### src/design/irc_pkg.sv
`default_nettype none

package irc_pkg;

  localparam int SLOTS   = 64;
  localparam int IDX_W   = (SLOTS > 1) ? $clog2(SLOTS) : 1;
  localparam int SLOT_W  = 6;
  localparam int DEV_W   = 8;
  localparam int INUM_W  = 16;
  localparam int REF_W   = 16;
  localparam logic [REF_W-1:0] REF_MAX = {REF_W{1'b1}};

  typedef enum logic [1:0] {
    REQ_GET     = 2'd0,
    REQ_RELEASE = 2'd1,
    REQ_MARK    = 2'd2,
    REQ_NOP     = 2'd3
  } req_e;

  typedef enum logic [1:0] {
    ST_OK       = 2'd0,
    ST_FULL     = 2'd1,
    ST_REL_ZERO = 2'd2,
    ST_SAT      = 2'd3
  } status_e;

  // commands from controller to datapath
  typedef struct packed {
    logic load_req;
    logic look;
    logic commit;
  } ctrl_cmd_t;

endpackage

`default_nettype wire

### src/design/irc_in_if.sv
`default_nettype none

interface irc_in_if;
  logic                         valid;
  logic                         ready;
  logic [1:0]                   req_type;
  logic [irc_pkg::DEV_W-1:0]    dev;
  logic [irc_pkg::INUM_W-1:0]   inum;
  logic [irc_pkg::SLOT_W-1:0]   slot;

  modport source (output valid, req_type, dev, inum, slot, input ready);
  modport sink   (input valid, req_type, dev, inum, slot, output ready);
endinterface

`default_nettype wire

### src/design/irc_out_if.sv
`default_nettype none

interface irc_out_if;
  logic                         valid;
  logic                         ready;
  logic [irc_pkg::SLOT_W-1:0]   slot_out;
  logic                         hit;
  logic                         loaded;
  logic [irc_pkg::REF_W-1:0]    ref_after;
  logic [1:0]                   status;

  modport source (output valid, slot_out, hit, loaded, ref_after, status, input ready);
  modport sink   (input valid, slot_out, hit, loaded, ref_after, status, output ready);
endinterface

`default_nettype wire

### src/design/irc_ctrl.sv
`default_nettype none

module irc_ctrl (
  input  wire logic               clk_i,
  input  wire logic               rst_ni,
  input  wire logic               in_valid_i,
  input  wire logic               out_ready_i,
  output logic                    in_ready_o,
  output logic                    out_valid_o,
  output irc_pkg::ctrl_cmd_t      cmd_o
);

  typedef enum logic [1:0] {
    S_IDLE,
    S_LOOK,
    S_UPD
  } state_e;

  state_e state_q, state_d;
  logic   out_valid_q, out_valid_d;
  logic   can_commit;
  logic   accept;

  // the update step finishes only when the output register is free or emptying
  assign can_commit = (state_q == S_UPD) && (!out_valid_q || out_ready_i);
  assign in_ready_o = (state_q == S_IDLE) || can_commit;
  assign accept     = in_valid_i && in_ready_o;

  always_comb begin
    state_d     = state_q;
    out_valid_d = out_valid_q;
    if (out_ready_i) begin
      out_valid_d = 1'b0;
    end
    case (state_q)
      S_IDLE: begin
        if (accept) begin
          state_d = S_LOOK;
        end
      end
      S_LOOK: begin
        state_d = S_UPD;
      end
      S_UPD: begin
        if (can_commit) begin
          out_valid_d = 1'b1;
          state_d     = accept ? S_LOOK : S_IDLE;
        end
      end
      default: begin
        state_d = S_IDLE;
      end
    endcase
  end

  always_ff @(posedge clk_i or negedge rst_ni) begin
    if (!rst_ni) begin
      state_q     <= S_IDLE;
      out_valid_q <= 1'b0;
    end else begin
      state_q     <= state_d;
      out_valid_q <= out_valid_d;
    end
  end

  assign out_valid_o    = out_valid_q;
  assign cmd_o.load_req = accept;
  assign cmd_o.look     = (state_q == S_LOOK);
  assign cmd_o.commit   = can_commit;

endmodule

`default_nettype wire

### src/design/irc_dp.sv
`default_nettype none

module irc_dp (
  input  wire logic                          clk_i,
  input  wire logic                          rst_ni,
  input  wire irc_pkg::ctrl_cmd_t            cmd_i,
  input  wire logic [1:0]                    req_type_i,
  input  wire logic [irc_pkg::DEV_W-1:0]     dev_i,
  input  wire logic [irc_pkg::INUM_W-1:0]    inum_i,
  input  wire logic [irc_pkg::SLOT_W-1:0]    slot_i,
  output logic [irc_pkg::SLOT_W-1:0]         slot_out_o,
  output logic                               hit_o,
  output logic                               loaded_o,
  output logic [irc_pkg::REF_W-1:0]          ref_after_o,
  output logic [1:0]                         status_o
);

  // request registers
  irc_pkg::req_e                 req_q;
  logic [irc_pkg::DEV_W-1:0]     dev_q;
  logic [irc_pkg::INUM_W-1:0]    inum_q;
  logic [irc_pkg::SLOT_W-1:0]    slot_q;

  // tag lanes, live and loaded bits, reference count memory
  logic [irc_pkg::DEV_W-1:0]     tag_dev_q  [irc_pkg::SLOTS];
  logic [irc_pkg::INUM_W-1:0]    tag_inum_q [irc_pkg::SLOTS];
  logic [irc_pkg::SLOTS-1:0]     live_q;
  logic [irc_pkg::SLOTS-1:0]     loaded_q;
  logic [irc_pkg::REF_W-1:0]     refs_mem [irc_pkg::SLOTS];
  logic [irc_pkg::REF_W-1:0]     refs_rd_q;

  // lookup results
  logic [irc_pkg::SLOTS-1:0]     match_v;
  logic [irc_pkg::SLOTS-1:0]     free_v;
  logic [irc_pkg::SLOTS-1:0]     free_first;
  logic [irc_pkg::IDX_W-1:0]     match_idx;
  logic [irc_pkg::IDX_W-1:0]     free_idx;
  logic                          is_get;
  logic                          any_match;
  logic                          any_free;
  logic [irc_pkg::IDX_W-1:0]     sel_idx_d, sel_idx_q;
  logic                          hit_q;
  logic                          full_q;
  logic                          in_range_q;

  // update step
  logic                          cur_live;
  logic [irc_pkg::REF_W-1:0]     refs_cur;
  logic                          cur_loaded;
  logic                          refs_we;
  logic [irc_pkg::REF_W-1:0]     refs_wdata;
  logic                          alloc;
  logic                          set_loaded;
  logic [irc_pkg::SLOT_W-1:0]    res_slot;
  logic                          res_hit;
  logic                          res_loaded;
  logic [irc_pkg::REF_W-1:0]     res_ref;
  irc_pkg::status_e              res_status;

  always_ff @(posedge clk_i) begin
    if (cmd_i.load_req) begin
      req_q  <= irc_pkg::req_e'(req_type_i);
      dev_q  <= dev_i;
      inum_q <= inum_i;
      slot_q <= slot_i;
    end
  end

  assign is_get = (req_q == irc_pkg::REQ_GET);

  always_comb begin
    for (int i = 0; i < irc_pkg::SLOTS; i++) begin
      match_v[i] = live_q[i] && (tag_dev_q[i] == dev_q) && (tag_inum_q[i] == inum_q);
    end
  end

  assign free_v     = ~live_q;
  assign free_first = free_v & (~free_v + irc_pkg::SLOTS'(1));
  assign any_match  = |match_v;
  assign any_free   = |free_v;

  // live tags are unique, so at most one lane matches
  always_comb begin
    match_idx = '0;
    free_idx  = '0;
    for (int i = 0; i < irc_pkg::SLOTS; i++) begin
      if (match_v[i]) begin
        match_idx = match_idx | irc_pkg::IDX_W'(i);
      end
      if (free_first[i]) begin
        free_idx = free_idx | irc_pkg::IDX_W'(i);
      end
    end
  end

  always_comb begin
    if (is_get) begin
      sel_idx_d = any_match ? match_idx : free_idx;
    end else begin
      sel_idx_d = irc_pkg::IDX_W'(slot_q);
    end
  end

  always_ff @(posedge clk_i) begin
    if (cmd_i.look) begin
      sel_idx_q  <= sel_idx_d;
      hit_q      <= is_get && any_match;
      full_q     <= is_get && !any_match && !any_free;
      in_range_q <= (int'(slot_q) < irc_pkg::SLOTS);
      refs_rd_q  <= refs_mem[sel_idx_d];
    end
  end

  assign cur_live   = live_q[sel_idx_q];
  assign refs_cur   = cur_live ? refs_rd_q : '0;
  assign cur_loaded = loaded_q[sel_idx_q];

  always_comb begin
    refs_we    = 1'b0;
    refs_wdata = refs_cur;
    alloc      = 1'b0;
    set_loaded = 1'b0;
    res_slot   = slot_q;
    res_hit    = 1'b0;
    res_loaded = 1'b0;
    res_ref    = '0;
    res_status = irc_pkg::ST_OK;
    case (req_q)
      irc_pkg::REQ_GET: begin
        res_slot = irc_pkg::SLOT_W'(sel_idx_q);
        if (hit_q) begin
          res_hit    = 1'b1;
          res_loaded = cur_loaded;
          if (refs_cur == irc_pkg::REF_MAX) begin
            res_ref    = refs_cur;
            res_status = irc_pkg::ST_SAT;
          end else begin
            refs_we    = 1'b1;
            refs_wdata = refs_cur + irc_pkg::REF_W'(1);
            res_ref    = refs_wdata;
          end
        end else if (full_q) begin
          res_slot   = '0;
          res_status = irc_pkg::ST_FULL;
        end else begin
          alloc      = 1'b1;
          refs_we    = 1'b1;
          refs_wdata = irc_pkg::REF_W'(1);
          res_ref    = refs_wdata;
        end
      end
      irc_pkg::REQ_RELEASE: begin
        if (!in_range_q) begin
          res_status = irc_pkg::ST_REL_ZERO;
        end else if (refs_cur == '0) begin
          res_loaded = cur_loaded;
          res_status = irc_pkg::ST_REL_ZERO;
        end else begin
          refs_we    = 1'b1;
          refs_wdata = refs_cur - irc_pkg::REF_W'(1);
          res_loaded = cur_loaded;
          res_ref    = refs_wdata;
        end
      end
      irc_pkg::REQ_MARK: begin
        if (in_range_q) begin
          set_loaded = 1'b1;
          res_loaded = 1'b1;
          res_ref    = refs_cur;
        end
      end
      default: begin
        if (in_range_q) begin
          res_loaded = cur_loaded;
          res_ref    = refs_cur;
        end
      end
    endcase
  end

  always_ff @(posedge clk_i) begin
    if (cmd_i.commit && refs_we) begin
      refs_mem[sel_idx_q] <= refs_wdata;
    end
  end

  always_ff @(posedge clk_i) begin
    if (cmd_i.commit && alloc) begin
      tag_dev_q[sel_idx_q]  <= dev_q;
      tag_inum_q[sel_idx_q] <= inum_q;
    end
  end

  always_ff @(posedge clk_i or negedge rst_ni) begin
    if (!rst_ni) begin
      live_q   <= '0;
      loaded_q <= '0;
    end else if (cmd_i.commit) begin
      if (refs_we) begin
        live_q[sel_idx_q] <= (refs_wdata != '0);
      end
      if (alloc) begin
        loaded_q[sel_idx_q] <= 1'b0;
      end else if (set_loaded) begin
        loaded_q[sel_idx_q] <= 1'b1;
      end
    end
  end

  // output register
  always_ff @(posedge clk_i) begin
    if (cmd_i.commit) begin
      slot_out_o  <= res_slot;
      hit_o       <= res_hit;
      loaded_o    <= res_loaded;
      ref_after_o <= res_ref;
      status_o    <= res_status;
    end
  end

endmodule

`default_nettype wire

### src/design/inode_ref_cache.sv
// channel  dir  modport  transaction
// req_i    in   sink     one request: req_type, dev, inum, slot
// rsp_o    out  source   one result: slot_out, hit, loaded, ref_after, status
//
// each request passes a look step and an update step: a parallel tag compare across
// all slots and the reference count memory read in the look step, the count update
// and write back in the update step
// a new request is taken in the cycle the previous one finishes
// reset clears the live and loaded bits at once, so every count reads as zero,
// no sweep
// a result waiting on rsp_o holds the next request in its update cycle
`default_nettype none

module inode_ref_cache (
  input  wire logic    clk_i,
  input  wire logic    rst_ni,
  irc_in_if.sink       req_i,
  irc_out_if.source    rsp_o
);

  irc_pkg::ctrl_cmd_t cmd;

  irc_ctrl u_ctrl (
    .clk_i       (clk_i),
    .rst_ni      (rst_ni),
    .in_valid_i  (req_i.valid),
    .out_ready_i (rsp_o.ready),
    .in_ready_o  (req_i.ready),
    .out_valid_o (rsp_o.valid),
    .cmd_o       (cmd)
  );

  irc_dp u_dp (
    .clk_i       (clk_i),
    .rst_ni      (rst_ni),
    .cmd_i       (cmd),
    .req_type_i  (req_i.req_type),
    .dev_i       (req_i.dev),
    .inum_i      (req_i.inum),
    .slot_i      (req_i.slot),
    .slot_out_o  (rsp_o.slot_out),
    .hit_o       (rsp_o.hit),
    .loaded_o    (rsp_o.loaded),
    .ref_after_o (rsp_o.ref_after),
    .status_o    (rsp_o.status)
  );

endmodule

`default_nettype wire
### src/flat_wrapper.sv
// flat-port wrapper written by rule: the top's interface ports become plain ports
module inode_ref_cache_flat 
  (clk_i, rst_ni, req_i_valid, req_i_req_type, req_i_dev, req_i_inum, req_i_slot, req_i_ready, rsp_o_valid, rsp_o_slot_out, rsp_o_hit, rsp_o_loaded, rsp_o_ref_after, rsp_o_status, rsp_o_ready);
  irc_in_if req_i_i ();
  irc_out_if rsp_o_i ();
  input  wire logic clk_i;
  input  wire logic rst_ni;
  input wire logic [$bits(req_i_i.valid)-1:0] req_i_valid;
  input wire logic [$bits(req_i_i.req_type)-1:0] req_i_req_type;
  input wire logic [$bits(req_i_i.dev)-1:0] req_i_dev;
  input wire logic [$bits(req_i_i.inum)-1:0] req_i_inum;
  input wire logic [$bits(req_i_i.slot)-1:0] req_i_slot;
  output wire logic [$bits(req_i_i.ready)-1:0] req_i_ready;
  output wire logic [$bits(rsp_o_i.valid)-1:0] rsp_o_valid;
  output wire logic [$bits(rsp_o_i.slot_out)-1:0] rsp_o_slot_out;
  output wire logic [$bits(rsp_o_i.hit)-1:0] rsp_o_hit;
  output wire logic [$bits(rsp_o_i.loaded)-1:0] rsp_o_loaded;
  output wire logic [$bits(rsp_o_i.ref_after)-1:0] rsp_o_ref_after;
  output wire logic [$bits(rsp_o_i.status)-1:0] rsp_o_status;
  input wire logic [$bits(rsp_o_i.ready)-1:0] rsp_o_ready;
  assign req_i_i.valid = req_i_valid;
  assign req_i_i.req_type = req_i_req_type;
  assign req_i_i.dev = req_i_dev;
  assign req_i_i.inum = req_i_inum;
  assign req_i_i.slot = req_i_slot;
  assign req_i_ready = req_i_i.ready;
  assign rsp_o_valid = rsp_o_i.valid;
  assign rsp_o_slot_out = rsp_o_i.slot_out;
  assign rsp_o_hit = rsp_o_i.hit;
  assign rsp_o_loaded = rsp_o_i.loaded;
  assign rsp_o_ref_after = rsp_o_i.ref_after;
  assign rsp_o_status = rsp_o_i.status;
  assign rsp_o_i.ready = rsp_o_ready;
  inode_ref_cache u_core (.clk_i(clk_i), .rst_ni(rst_ni), .req_i(req_i_i), .rsp_o(rsp_o_i));
endmodule
### config.mk
export PLATFORM = sky130hd
export DESIGN_NAME = inode_ref_cache_flat
export DESIGN_NICKNAME = d
export VERILOG_FILES = /design/src/design/irc_pkg.sv /design/src/design/irc_in_if.sv /design/src/design/irc_out_if.sv /design/src/design/irc_ctrl.sv /design/src/design/irc_dp.sv /design/src/design/inode_ref_cache.sv /design/src/flat_wrapper.sv
export SDC_FILE = /design/constraint.sdc
export NUM_CORES = 2
export LEC_CHECK = 0
export BUFFER_PORTS_ARGS = -buffer_cell sky130_fd_sc_hd__buf_4
export CAP_MARGIN = 10
export CORE_ASPECT_RATIO = 0.75
export CORE_MARGIN = 2
export CORE_UTILIZATION = 53
export CTS_BUF_LIST = sky130_fd_sc_hd__clkbuf_8
export DETAILED_ROUTE_END_ITERATION = 8
export PLACE_DENSITY = 0.73
export SLEW_MARGIN = 20
export SYNTH_ARGS = -nofsm -noshare
export SYNTH_HDL_FRONTEND = slang
export SYNTH_SLANG_ARGS = --single-unit
### constraint.sdc
create_clock -name clk_i -period 8.5 [get_ports clk_i]
set_clock_uncertainty 0.2 [all_clocks]
set_input_delay 1.7 -clock clk_i [delete_from_list [all_inputs] [get_ports clk_i]]
set_output_delay 1.7 -clock clk_i [all_outputs]
set_load 0.02 [all_outputs]
==> results.json <==
{
  "status": "finished, final reports clean",
  "hold_path.class": "reg2reg",
  "synth_area_leader_cell": "edfxtp_1",
  "synth.net_count": 7977,
  "grt_pass1_vias": 69918,
  "hold_violations": 0,
  "power_uw": 27890,
  "worst-endpoint-required_ns": 9.02,
  "p_leak_uw": 0.04294,
  "antenna_found_initial": 26,
  "initial_core_util_pct": 53.28,
  "ant_nets": 0,
  "netlist_instances": 7938,
  "port_buffers": 63,
  "muxShareOfSynthArea_pct": 0.8534,
  "synth_top_family_by_area": "XOR/XNOR gates",
  "finalCritPeriodShare_pct": 89.86,
  "synth_edf_count": 2642,
  "avgSynthCellArea_um2": 14.94,
  "cp-start-kind": "register",
  "synth_seq_cells": 2773,
  "fin_tns_setup_ns": 0,
  "grt_max_degree": 154,
  "r2r_end": "u_core.u_dp.refs_rd_q[1]$_DFFE_PN_",
  "synth_top_area_share_pct": 66.89,
  "p_per_area_nw_per_um2": 211.9,
  "finalWirelength_um": 353300,
  "cp-end-kind": "register",
  "yosys-top-cells-area": "edfxtp_1 67%, xnor2_1 7.6%, xor2_1 3.9%, dfrtp_1 2.8%, a2111oi_0 1.9%",
  "cts_resized": 0,
  "ff2ff_path_depth": 16,
  "drive_gt1_share_pct": 13.87,
  "drtIter0Drc": 11220,
  "layout.cells.non_filler": 11551,
  "grt_pass1_wl_um": 504700,
  "synth_xor_area_share_pct": 11.44,
  "htree_levels": 5,
  "yosys.area_share.adder_pct": 0.03165,
  "die_x_um": 550.2,
  "netlist_area_um2": 118600,
  "row_count": 150,
  "path_max_fanout": 121,
  "ir_drop_mv": 0.1611,
  "min_path_cells": 2,
  "clockRootBuffer": "clkbuf_8",
  "first_pass_iters": 8,
  "reg2reg_from": "u_core.u_dp.inum_q[4]$_DFFE_PP_",
  "final_nets": 8297,
  "detailroute.via_count": 74080,
  "hpwlAfterDp_um": 219600,
  "gp_congestion": 1.004,
  "worst_pin_slew_ns": 1.211,
  "syn2layout_area_growth_pct": 11.02,
  "rsz0062_at_grt": "no",
  "routed_via_density": 6.413,
  "drv_slew": 0,
  "r2r_setup_slack_ns": 0.86,
  "fmax_mhz": 130.9,
  "drcViolationCount": 0,
  "worstSetupPathType": "reg2reg",
  "cts_tree": "yes",
  "cp.arrival_ns": 8.16,
  "synth_common_cells": "2642 x edfxtp_1, 1026 x xnor2_1, 523 x xor2_1",
  "synth-compound-area-share_pct": 7.516,
  "core_area_um2": 222600,
  "cts_buffer_depth": 4,
  "chipHeight_um": 413.7,
  "clkSlewWorstSetupHoldPaths_ns": 0.07,
  "wl_per_cell_um": 30.59,
  "async_reset_ff_share_pct": 4.724,
  "numCtsBuffers": 416,
  "period_minus_slack_ns": 7.638,
  "track_usage_pct": 30.65,
  "die-area_um2": 227600,
  "clock_sinks": 2773,
  "postCtsSetupBuffers": 0,
  "ys_seq_area_share_pct": 69.66,
  "yosys.area_share.simple_pct": 7.580,
  "synth_ff_type": "edfxtp_1",
  "max_slew_margin_pct": 18.53,
  "postCtsHoldBufs": 0,
  "ios": 64,
  "whs_ns": 0.3007,
  "grt-ovfl-total": 0,
  "setup-violations-final": 0,
  "synth_cell_type_count": 89,
  "yosysMostFrequentCell": "edfxtp_1",
  "place_inst": 10802,
  "clock_latency_ns": 1.05,
  "ys_warn_count": 0,
  "cap_viol_max_count": 0
}
worst max path at each step:
stage                                       start                              endpoint  slack (ns)  cells after the start
3_3_place_gp   u_core.u_dp.sel_idx_q[1]$_DFFE_PN_    u_core.u_dp.live_q[44]$_DFFE_PN0P_        1.05                     21
4_1_cts        u_core.u_dp.sel_idx_q[1]$_DFFE_PN_    u_core.u_dp.live_q[12]$_DFFE_PN0P_         1.0                     21
5_1_grt           u_core.u_dp.inum_q[4]$_DFFE_PP_    u_core.u_dp.refs_rd_q[1]$_DFFE_PN_        0.72                     17
6_report          u_core.u_dp.inum_q[4]$_DFFE_PP_    u_core.u_dp.refs_rd_q[1]$_DFFE_PN_        0.86                     16
2_1_floorplan  u_core.u_dp.sel_idx_q[3]$_DFFE_PN_  u_core.u_dp.refs_mem[0][0]$_DFFE_PP_        2.08                     15
3_5_place_dp   u_core.u_dp.sel_idx_q[1]$_DFFE_PN_    u_core.u_dp.live_q[48]$_DFFE_PN0P_        1.03                     21
where the power goes:
| group | internal (uW) | total, uW | leakage (uW) | switching (uW) |
|---|---|---|---|---|
| sequential | 15100 | 15300 | 0.0258 | 164 |
| combinational | 786 | 2600 | 0.0129 | 1820 |
| clock | 4850 | 10000 | 0.00427 | 5180 |
| total | 20700 | 27900 | 0.0429 | 7160 |
cell type report:
cell class | instances | area, um^2
Clock buffer | 428 | 5891
Fill cell | 16844 | 90920
Sequential cell | 2773 | 82610
Inverter | 127 | 485.5
Tap cell | 2964 | 3709
Timing Repair Buffer | 427 | 4080
Antenna cell | 15 | 37.54
Multi-Input combinational cell | 4513 | 33360
Clock inverter | 304 | 1489
metal layers:
metal | wire length [um] | up-vias | GRT usage [%]
li1 | - | 31024 | -
met4 | 9980 | 28 | 8.290
met5 | 172 | - | 0
met3 | 52670 | 664 | 10.95
met2 | 144400 | 4985 | 41.48
met1 | 146000 | 37379 | 46.47
logic make-up after synthesis:
| logic type | Yosys count |
|---|---|
| compound gates | 1225 |
| flops | 2773 |
| xor+xnor | 1549 |
| fa+ha+maj | 3 |
| buf+inv | 652 |
| mux | 93 |
| simple gates | 1643 |
registers in the layout, indices dropped and copies added (netlist names), 6 cells and up, named ones only:
register                 flops
u_core.u_dp.tag_inum_q    1024
u_core.u_dp.refs_rd_q       16
u_core.u_dp.ref_after_o     16
u_core.u_dp.live_q          64
u_core.u_dp.sel_idx_q        6
u_core.u_dp.inum_q          16
u_core.u_dp.slot_q           6
u_core.u_dp.refs_mem      1024
u_core.u_dp.slot_out_o       6
u_core.u_dp.tag_dev_q      512
u_core.u_dp.dev_q            8
worst max-delay path: stages, from the launching register on:
cell and delay [ns]:
edfxtp_1 1.00, buf_12 0.33, buf_4 0.34, xor2_1 0.11
nor4_1 0.39, nand4_1 0.52, and4_1 0.48, nand4_2 0.31
nand3b_1 0.35, mux2_8 0.64, nand2_4 0.30, buf_4 0.38
a2111oi_0 0.52, nor4_1 0.15, buf_4 0.16, o22ai_1 0.88
a2111oi_1 0.12
cell usage in the layout (no fill, tap or decap), types with 88 or more instances in the layout:
cell type	netlist	layout
a2111oi_0	259	259
clkinv_1	2	93
nor3_1	89	88
nor4_1	236	234
o211ai_1	96	96
dfrtp_1	131	131
edfxtp_1	2642	2642
inv_1	123	251
xnor2_1	1026	1026
buf_4	106	356
and3_1	270	270
clkbuf_8	0	428
nand4_1	308	308
nand2_1	219	214
nor2_1	294	167
o21ai_0	166	165
a21oi_1	172	171
a21boi_0	99	99
xor2_1	523	523
per-stage QoR:
step | setup WS, ns | instance area (um^2) | utilization, %
floorplan | 2.082 | 118600 | -
global placement | 1.049 | 124000 | 55.73
detailed placement | 1.032 | 124200 | 55.78
CTS | 0.9981 | 131500 | 59.10
global route | 0.7159 | 131600 | 59.14
finish | 0.8617 | 131700 | 59.15
Note: power is estimated with default switching activity, not from simulation.
